<file path="config.mk">
export PLATFORM = sky130hd
export DESIGN_NAME = primitive_assembly_with_face_cull
export DESIGN_NICKNAME = d
export VERILOG_FILES = /design/src/design/pacull_pkg.sv /design/src/design/pacull_assembler.sv /design/src/design/pacull_face_test.sv /design/src/design/primitive_assembly_with_face_cull.sv
export SDC_FILE = /design/constraint.sdc
export NUM_CORES = 2
export LEC_CHECK = 0
export ABC_AREA = 0
export BUFFER_PORTS_ARGS = -buffer_cell sky130_fd_sc_hd__clkbuf_2
export CORE_UTILIZATION = 50
export CTS_CLUSTER_DIAMETER = 200
export DETAILED_ROUTE_END_ITERATION = 10
export PLACE_DENSITY = 0.66
export SYNTH_ARGS = -nofsm -noshare
export SYNTH_HDL_FRONTEND = slang
export SYNTH_SLANG_ARGS = --single-unit
</file>
<file path="constraint.sdc">
create_clock -name aclk -period 16.5 [get_ports aclk]
set_clock_uncertainty 0.15 [all_clocks]
set_input_delay 0.825 -clock aclk [delete_from_list [all_inputs] [get_ports aclk]]
set_output_delay 0.825 -clock aclk [all_outputs]
set_load 0.05 [all_outputs]
</file>
<file path="src/design/pacull_pkg.sv">
`timescale 1ns / 1ps
// Shared types and constants for the primitive assembly and face cull block.
// No dependencies; imported by every module of the block.
package pacull_pkg;

    localparam int ID_BITS     = 16;
    localparam int ID_OUT_BITS = 16;
    localparam int POS_BITS    = 18;
    localparam int DIFF_BITS   = POS_BITS + 1;
    localparam int PROD_BITS   = 2 * DIFF_BITS;
    localparam int AREA_BITS   = PROD_BITS + 1;
    localparam int TYPE_BITS   = 3;
    localparam int CULL_BITS   = 2;
    localparam int CFG_IDX_BITS  = 1;
    localparam int CFG_DATA_BITS = 3;
    localparam int POSN_BITS   = 2;

    localparam logic [CFG_IDX_BITS-1:0] REG_PRIMITIVE_TYPE = 1'd0;
    localparam logic [CFG_IDX_BITS-1:0] REG_CULL_MODE      = 1'd1;

    localparam logic [TYPE_BITS-1:0] PRIM_TRIANGLES = 3'd0;
    localparam logic [TYPE_BITS-1:0] PRIM_TRI_STRIP = 3'd1;
    localparam logic [TYPE_BITS-1:0] PRIM_TRI_FAN   = 3'd2;
    localparam logic [TYPE_BITS-1:0] PRIM_LINES     = 3'd3;
    localparam logic [TYPE_BITS-1:0] PRIM_LINE_STRIP = 3'd4;

    localparam logic [CULL_BITS-1:0] CULL_NONE  = 2'd0;
    localparam logic [CULL_BITS-1:0] CULL_FRONT = 2'd1;
    localparam logic [CULL_BITS-1:0] CULL_BACK  = 2'd2;

    localparam logic KIND_TRIANGLE = 1'b0;
    localparam logic KIND_LINE     = 1'b1;

    localparam logic MODE_VERTEX  = 1'b0;
    localparam logic MODE_RESTART = 1'b1;

    localparam int S_TDATA_BITS = 56;
    localparam int M_TDATA_BITS = 48;

    typedef struct packed {
        logic [ID_BITS-1:0]         id;
        logic signed [POS_BITS-1:0] x;
        logic signed [POS_BITS-1:0] y;
        logic                       ok;
    } vertex_t;

    typedef struct packed {
        logic    mode;
        vertex_t vtx;
    } item_t;

    typedef struct packed {
        logic                        valid;
        logic                        kind;
        logic [ID_OUT_BITS-1:0]      first_id;
        logic [ID_OUT_BITS-1:0]      second_id;
        logic [ID_OUT_BITS-1:0]      third_id;
        logic signed [PROD_BITS-1:0] p1;
        logic signed [PROD_BITS-1:0] p2;
    } prod_t;

endpackage

</file>
<file path="src/design/pacull_assembler.sv">
`timescale 1ns / 1ps
// Vertex grouping: held vertices, run position, strip parity and the two
// area products, registered into the product stage. Depends on pacull_pkg.
module pacull_assembler (
    input  logic                            aclk,
    input  logic                            aresetn,
    input  logic                            in_valid,
    input  pacull_pkg::item_t               in_item,
    input  logic [pacull_pkg::TYPE_BITS-1:0] prim_type,
    input  logic                            clear_run,
    input  logic                            prod_ready,
    output pacull_pkg::prod_t               prod
);
    import pacull_pkg::*;

    vertex_t held0_reg, held0_next;
    vertex_t held1_reg, held1_next;
    logic [POSN_BITS-1:0] pos_reg, pos_next;
    logic parity_reg, parity_next;
    prod_t prod_reg, prod_next;

    logic fire;
    logic restart;
    vertex_t cur, va, vb;
    logic tri_cand, line_cand, tri_ok, line_ok, emit;
    logic signed [DIFF_BITS-1:0] dx_ba, dy_ba, dx_ca, dy_ca;

    always_comb begin
        fire    = in_valid && prod_ready;
        restart = (in_item.mode == MODE_RESTART);
        cur     = in_item.vtx;

        if (prim_type == PRIM_TRI_STRIP && parity_reg) begin
            va = held1_reg;
            vb = held0_reg;
        end else begin
            va = held0_reg;
            vb = held1_reg;
        end

        tri_cand  = (prim_type == PRIM_TRIANGLES || prim_type == PRIM_TRI_STRIP ||
                     prim_type == PRIM_TRI_FAN) && pos_reg == 2'd2;
        line_cand = (prim_type == PRIM_LINES && pos_reg == 2'd1) ||
                    (prim_type == PRIM_LINE_STRIP && pos_reg != 2'd0);
        tri_ok    = va.ok && vb.ok && cur.ok;
        line_ok   = held0_reg.ok && cur.ok;
        emit      = (tri_cand && tri_ok) || (line_cand && line_ok);

        dx_ba = $signed({vb.x[POS_BITS-1], vb.x}) - $signed({va.x[POS_BITS-1], va.x});
        dy_ba = $signed({vb.y[POS_BITS-1], vb.y}) - $signed({va.y[POS_BITS-1], va.y});
        dx_ca = $signed({cur.x[POS_BITS-1], cur.x}) - $signed({va.x[POS_BITS-1], va.x});
        dy_ca = $signed({cur.y[POS_BITS-1], cur.y}) - $signed({va.y[POS_BITS-1], va.y});

        held0_next  = held0_reg;
        held1_next  = held1_reg;
        pos_next    = pos_reg;
        parity_next = parity_reg;

        if (fire && restart) begin
            pos_next    = '0;
            parity_next = 1'b0;
        end else if (fire) begin
            case (prim_type)
                PRIM_TRIANGLES: begin
                    if (pos_reg == 2'd0) begin
                        held0_next = cur;
                        pos_next   = 2'd1;
                    end else if (pos_reg == 2'd1) begin
                        held1_next = cur;
                        pos_next   = 2'd2;
                    end else begin
                        pos_next = 2'd0;
                    end
                end
                PRIM_TRI_STRIP: begin
                    if (pos_reg == 2'd0) begin
                        held0_next = cur;
                        pos_next   = 2'd1;
                    end else if (pos_reg == 2'd1) begin
                        held1_next = cur;
                        pos_next   = 2'd2;
                    end else begin
                        parity_next = !parity_reg;
                        held0_next  = held1_reg;
                        held1_next  = cur;
                    end
                end
                PRIM_TRI_FAN: begin
                    if (pos_reg == 2'd0) begin
                        held0_next = cur;
                        pos_next   = 2'd1;
                    end else begin
                        held1_next = cur;
                        pos_next   = 2'd2;
                    end
                end
                PRIM_LINES: begin
                    if (pos_reg == 2'd0) begin
                        held0_next = cur;
                        pos_next   = 2'd1;
                    end else begin
                        pos_next = 2'd0;
                    end
                end
                PRIM_LINE_STRIP: begin
                    held0_next = cur;
                    pos_next   = 2'd1;
                end
                default: begin
                end
            endcase
        end

        if (clear_run) begin
            pos_next    = '0;
            parity_next = 1'b0;
        end

        prod_next = prod_reg;
        if (prod_ready) begin
            prod_next.valid = fire && !restart && emit;
            if (line_cand) begin
                prod_next.kind      = KIND_LINE;
                prod_next.first_id  = ID_OUT_BITS'(held0_reg.id);
                prod_next.second_id = ID_OUT_BITS'(cur.id);
                prod_next.third_id  = '0;
            end else begin
                prod_next.kind      = KIND_TRIANGLE;
                prod_next.first_id  = ID_OUT_BITS'(va.id);
                prod_next.second_id = ID_OUT_BITS'(vb.id);
                prod_next.third_id  = ID_OUT_BITS'(cur.id);
            end
            prod_next.p1 = dx_ba * dy_ca;
            prod_next.p2 = dy_ba * dx_ca;
        end
    end

    always_ff @(posedge aclk) begin
        if (!aresetn) begin
            pos_reg        <= '0;
            parity_reg     <= 1'b0;
            prod_reg.valid <= 1'b0;
        end else begin
            pos_reg        <= pos_next;
            parity_reg     <= parity_next;
            prod_reg.valid <= prod_next.valid;
        end
        held0_reg          <= held0_next;
        held1_reg          <= held1_next;
        prod_reg.kind      <= prod_next.kind;
        prod_reg.first_id  <= prod_next.first_id;
        prod_reg.second_id <= prod_next.second_id;
        prod_reg.third_id  <= prod_next.third_id;
        prod_reg.p1        <= prod_next.p1;
        prod_reg.p2        <= prod_next.p2;
    end

    assign prod = prod_reg;

    a_pos_range: assert property (@(posedge aclk) disable iff (!aresetn)
        pos_reg != 2'd3)
        else $error("run position out of range");

    a_restart_clears: assert property (@(posedge aclk) disable iff (!aresetn)
        fire && restart |=> pos_reg == 2'd0 && !parity_reg)
        else $error("restart did not clear the run");

    a_parity_strip_only: assert property (@(posedge aclk) disable iff (!aresetn)
        !fire && !clear_run |=> $stable(parity_reg) && $stable(pos_reg))
        else $error("run state moved without a beat");

    a_no_emit_on_restart: assert property (@(posedge aclk) disable iff (!aresetn)
        fire && restart |=> !prod_reg.valid)
        else $error("restart produced a primitive");

endmodule

</file>
<file path="src/design/pacull_face_test.sv">
`timescale 1ns / 1ps
// Signed area from the registered products, zero-area and facing drop, and
// the result register on the master side. Depends on pacull_pkg.
module pacull_face_test (
    input  logic                                  aclk,
    input  logic                                  aresetn,
    input  pacull_pkg::prod_t                     prod,
    input  logic [pacull_pkg::CULL_BITS-1:0]      cull_mode,
    output logic                                  prod_ready,
    output logic                                  m_tvalid,
    input  logic                                  m_tready,
    output logic [pacull_pkg::M_TDATA_BITS-1:0]   m_tdata,
    output logic                                  m_tuser
);
    import pacull_pkg::*;

    logic signed [AREA_BITS-1:0] area;
    logic area_zero, area_neg, area_pos, keep;
    logic valid_reg, valid_next;
    logic kind_reg;
    logic [M_TDATA_BITS-1:0] data_reg;

    always_comb begin
        area = $signed({prod.p1[PROD_BITS-1], prod.p1}) -
               $signed({prod.p2[PROD_BITS-1], prod.p2});
        area_zero = (area == '0);
        area_neg  = area[AREA_BITS-1];
        area_pos  = !area_neg && !area_zero;
        if (prod.kind == KIND_LINE) begin
            keep = 1'b1;
        end else begin
            keep = !area_zero &&
                   !(cull_mode == CULL_FRONT && area_pos) &&
                   !(cull_mode == CULL_BACK && area_neg);
        end
        prod_ready = !valid_reg || m_tready;
        valid_next = prod_ready ? (prod.valid && keep) : valid_reg;
    end

    always_ff @(posedge aclk) begin
        if (!aresetn) begin
            valid_reg <= 1'b0;
        end else begin
            valid_reg <= valid_next;
        end
        if (prod_ready && prod.valid && keep) begin
            kind_reg <= prod.kind;
            data_reg <= {prod.third_id, prod.second_id, prod.first_id};
        end
    end

    assign m_tvalid = valid_reg;
    assign m_tuser  = kind_reg;
    assign m_tdata  = data_reg;

endmodule

</file>
<file path="src/design/primitive_assembly_with_face_cull.sv">
`timescale 1ns / 1ps
// Primitive assembly with face cull: groups a vertex stream into triangles
// or lines and drops primitives with a failed vertex and degenerate or culled triangles.
// Depends on pacull_pkg, pacull_assembler and pacull_face_test.
//
// Slave side: one beat per vertex; s_tuser high marks a restart beat that
// begins a new run and yields nothing. Master side: one beat per emitted
// primitive, m_tuser gives its kind, m_tdata its vertex identifiers.
// Configuration: cfg_wr_en writes cfg_wdata to register cfg_index (0 the
// primitive type, 1 the cull mode). The user must write only while no beat is
// in flight; the block does not enforce it. Writing the type begins a new run.
// A closing vertex accepted into the input register passes through the product
// register, then the result register, to the master side. Throughput: one
// vertex per cycle while the master side does not stall; the two area products
// are formed in parallel in one stage, so nothing iterates.
// Reset (aresetn low at a clock edge) empties all stages, clears both
// registers and the run position. When the receiver stalls, the result is
// held and the product stage freezes; s_tready falls once the input
// register holds a beat.
module primitive_assembly_with_face_cull (
    input  logic                                    aclk,
    input  logic                                    aresetn,
    input  logic                                    s_tvalid,
    output logic                                    s_tready,
    // vertex_id[15:0], pos_x[33:16], pos_y[51:34], projected_ok[52], zero
    input  logic [pacull_pkg::S_TDATA_BITS-1:0]     s_tdata,
    // mode[0]
    input  logic                                    s_tuser,
    output logic                                    m_tvalid,
    input  logic                                    m_tready,
    // first_vertex[15:0], second_vertex[31:16], third_vertex[47:32]
    output logic [pacull_pkg::M_TDATA_BITS-1:0]     m_tdata,
    // kind[0]
    output logic                                    m_tuser,
    input  logic                                    cfg_wr_en,
    input  logic [pacull_pkg::CFG_IDX_BITS-1:0]     cfg_index,
    input  logic [pacull_pkg::CFG_DATA_BITS-1:0]    cfg_wdata
);
    import pacull_pkg::*;

    logic in_valid_reg, in_valid_next;
    item_t in_item_reg;
    item_t s_item;
    logic [TYPE_BITS-1:0] prim_type_reg, prim_type_next;
    logic [CULL_BITS-1:0] cull_mode_reg, cull_mode_next;
    logic clear_run;
    logic prod_ready;
    prod_t prod;

    always_comb begin
        s_item.mode   = s_tuser;
        s_item.vtx.id = ID_BITS'(s_tdata[ID_OUT_BITS-1:0]);
        s_item.vtx.x  = s_tdata[ID_OUT_BITS +: POS_BITS];
        s_item.vtx.y  = s_tdata[ID_OUT_BITS + POS_BITS +: POS_BITS];
        s_item.vtx.ok = s_tdata[ID_OUT_BITS + 2 * POS_BITS];

        s_tready      = !in_valid_reg || prod_ready;
        in_valid_next = s_tready ? s_tvalid : in_valid_reg;

        prim_type_next = prim_type_reg;
        cull_mode_next = cull_mode_reg;
        clear_run      = 1'b0;
        if (cfg_wr_en) begin
            case (cfg_index)
                REG_PRIMITIVE_TYPE: begin
                    prim_type_next = cfg_wdata;
                    clear_run      = 1'b1;
                end
                REG_CULL_MODE: begin
                    cull_mode_next = cfg_wdata[CULL_BITS-1:0];
                end
                default: begin
                end
            endcase
        end
    end

    always_ff @(posedge aclk) begin
        if (!aresetn) begin
            in_valid_reg  <= 1'b0;
            prim_type_reg <= PRIM_TRIANGLES;
            cull_mode_reg <= CULL_NONE;
        end else begin
            in_valid_reg  <= in_valid_next;
            prim_type_reg <= prim_type_next;
            cull_mode_reg <= cull_mode_next;
        end
        if (s_tvalid && s_tready) begin
            in_item_reg <= s_item;
        end
    end

    pacull_assembler u_assembler (
        .aclk       (aclk),
        .aresetn    (aresetn),
        .in_valid   (in_valid_reg),
        .in_item    (in_item_reg),
        .prim_type  (prim_type_reg),
        .clear_run  (clear_run),
        .prod_ready (prod_ready),
        .prod       (prod)
    );

    pacull_face_test u_face_test (
        .aclk       (aclk),
        .aresetn    (aresetn),
        .prod       (prod),
        .cull_mode  (cull_mode_reg),
        .prod_ready (prod_ready),
        .m_tvalid   (m_tvalid),
        .m_tready   (m_tready),
        .m_tdata    (m_tdata),
        .m_tuser    (m_tuser)
    );

endmodule

</file>
==> results.sh <==
export IMPL_io_buffer_count=113
export IMPL_max_freq_ghz=0.07703
export IMPL_first_global_vias=33270
export IMPL_crit_type="flip-flop to flip-flop"
export IMPL_htreeDepth=2
export IMPL_cp_arrival_ns=13.17
export IMPL_cts_sinks=345
export IMPL_synth_largest_area_cell="fa_1"
export IMPL_worstPathRequired_ns=16.69
export IMPL_synthesis_area_um2=46010
export IMPL_hold_violations=0
export IMPL_syn_num_nets=5825
export IMPL_gr_usage_all_layers_pct=24.65
export IMPL_drive_above_1_share_pct=7.848
export IMPL_seq_area_frac_synth_pct=22.28
export IMPL_drv_cap=0
export IMPL_synth_flop_cell="edfxtp_1"
export IMPL_vias=32170
export IMPL_die_w_um=305.4
export IMPL_ant_nets=0
export IMPL_multi_input_area_um2=31760
export IMPL_core_area_um2=90560
export IMPL_synth_edff_count=334
export IMPL_synth_cell_type_count=95
export IMPL_netlist_instances=4727
export IMPL_synth_seq_cells=345
export IMPL_insertion_delay_ns=0.58
export IMPL_std_cell_rows=110
export IMPL_antenna_found_initial=1
export IMPL_largest_reg_flops=126
export IMPL_crit_slowest_cell="buf_4"
export IMPL_critPathCaptureType="flip-flop"
export IMPL_cts_buffers=38
export IMPL_vias_per_cell=5.356
export IMPL_tightest_slew_ns=1.286
export IMPL_cts_tree="yes"
export IMPL_slowest_delay_ns=0.87
export IMPL_initial_core_util_pct=50.81
export IMPL_finalMaxSlewViolations=0
export IMPL_register_area_um2=10250
export IMPL_overflow=0
export IMPL_hp_class="flip-flop to flip-flop"
export IMPL_root_buffer="clkbuf_16"
export IMPL_synth_warnings=0
export IMPL_status="finished clean"
export IMPL_async_flop_share_pct=0
export IMPL_wire_per_inst_um=18.42
export IMPL_period_minus_slack_ns=12.98
export IMPL_drc_errors=0
export IMPL_num_io_pins=117
export IMPL_path_clk_slew_ns=0.06
export IMPL_syn_avg_cell_area_um2=9.734
export IMPL_start_kind="flip-flop"
export IMPL_grt_max_degree=93
export IMPL_finalSetupTns_ns=0
export IMPL_rsz0062_at_grt="no"
export IMPL_cts_resized=0
export IMPL_hpwl_mm=88.09
export IMPL_grt_pass1_wl_mm=180.3
export IMPL_place_gp_congestion=0.9037
export IMPL_dieArea_um2=93240
export IMPL_yosys_top_cells_area="fa_1 32%, edfxtp_1 22%, ha_1 7.9%"
export IMPL_routed_wl_mm=110.6
export IMPL_synthToLayoutAreaGrowth_pct=7.426
export IMPL_hold_buffers=0
export IMPL_fp_dieH_um=305.4
export IMPL_yosysTopAreaCellShare_pct=32.28
export IMPL_critical_path_max_fanout=92
export IMPL_nets=5899
export IMPL_cts_setup_buffers=0
export IMPL_clk_path_buf_depth=3
export IMPL_antenna_cells=0
export IMPL_min_period_over_period_pct=78.68
export IMPL_dr_pass1_iters=5
export IMPL_setup_viol=0
export IMPL_slew_headroom_pct=14.01
export IMPL_drtIter0Drc=2009
export IMPL_crit_top_cell="a21o_1"
export IMPL_n_fill_cell=8078
==> cell usage after synthesis, types with 34 or more instances <==
cell type	number
nor2_1	310
a31oi_1	34
fa_1	742
a21oi_1	149
xor2_1	62
ha_1	290
nand2b_1	66
clkbuf_1	127
edfxtp_1	334
and2_1	169
mux2_2	51
nor2b_1	87
o21ai_0	97
inv_1	933
xnor2_1	144
nand2_1	617
mux2i_1	38
a21o_1	55
==> final cells by class <==
| cell class | count | share of cell area [%] |
|---|---|---|
| sequential | 345 | 20.74 |
| clock inverter | 27 | 0.5746 |
| inverter | 933 | 7.090 |
| timing repair buffer | 194 | 2.374 |
| tap | 1176 | 2.977 |
| clock buffer | 41 | 1.990 |
| multi-input combinational | 3289 | 64.26 |
==> path summary, 6_finish.rpt <==
kind                          from                      to  slack (ns)  cells after the start
max               prim_type_reg[2]    u_assembler.prod[37]        3.52                     44
min          u_assembler.prod[111]  u_face_test.m_tdata[3]        0.27                      0
min reg2reg  u_assembler.prod[111]  u_face_test.m_tdata[3]        0.27                      0
max reg2reg       prim_type_reg[2]    u_assembler.prod[37]        3.52                     44
==> per-layer routing <==
layer | GRT usage, % | wire, um
met5 | 0 | 13
met4 | 6.509 | 3085
met3 | 2.995 | 6277
met2 | 42.33 | 53600
met1 | 33.01 | 47660
==> worst max-delay path: cells and delay by family (launching register included) <==
family          cells  cell delay (ns)
compound gates     23             4.45
xor+xnor            1             0.23
fa+ha+maj          10             4.03
buf+inv             3             1.18
flops               1             0.59
mux                 1             0.20
simple gates        6             1.91
==> per-stage QoR <==
stage | setup slack [ns] | util [%] | hold WS (ns) | instance area [um^2] | instances
global route | 2.777 | 54.58 | 0.2230 | 49430 | 6005
floorplan | 4.170 | - | 0.2503 | 46010 | 4727
finish | 3.518 | 54.58 | 0.2664 | 49430 | 6005
global placement | 3.784 | 53.18 | 0.2506 | 48160 | 5937
CTS | 3.635 | 54.58 | 0.2231 | 49430 | 6005
detailed placement | 3.686 | 53.18 | 0.2545 | 48160 | 5937
==> cells by family after synthesis <==
family / count (synthesis) / synth area share, %
buf+inv: 1093 / 9.052
mux: 98 / 2.306
simple gates: 1382 / 13.76
fa+ha+maj: 1063 / 40.85
compound gates: 534 / 7.627
xor+xnor: 212 / 4.133
flops: 345 / 22.28
==> cell usage in the layout, fill, tap and decap left out, types with 12 or more instances in the layout <==
cell type | Yosys | routed
a211oi_1 | 16 | 15
maj3_1 | 28 | 28
a21boi_0 | 16 | 16
o21ai_0 | 97 | 97
nand2_1 | 617 | 617
ha_1 | 290 | 290
mux2_2 | 51 | 51
nor3_1 | 26 | 25
a31oi_1 | 34 | 33
edfxtp_1 | 334 | 334
clkbuf_2 | 0 | 113
xor2_1 | 62 | 59
inv_1 | 933 | 932
nand4_1 | 15 | 15
o21a_1 | 27 | 27
nor2_1 | 310 | 308
nor2b_1 | 87 | 87
a21o_1 | 55 | 55
nand3_1 | 33 | 33
or2_2 | 12 | 12
nand2b_1 | 66 | 66
o211ai_1 | 12 | 12
fa_1 | 742 | 742
o21bai_1 | 23 | 23
xnor2_1 | 144 | 134
and2_1 | 169 | 168
mux2i_1 | 38 | 38
buf_4 | 3 | 81
clkbuf_16 | 0 | 39
a21oi_1 | 149 | 148
Power is not shown: default switching activity piles up to over one toggle a cycle in this logic, so the estimate is an artifact.
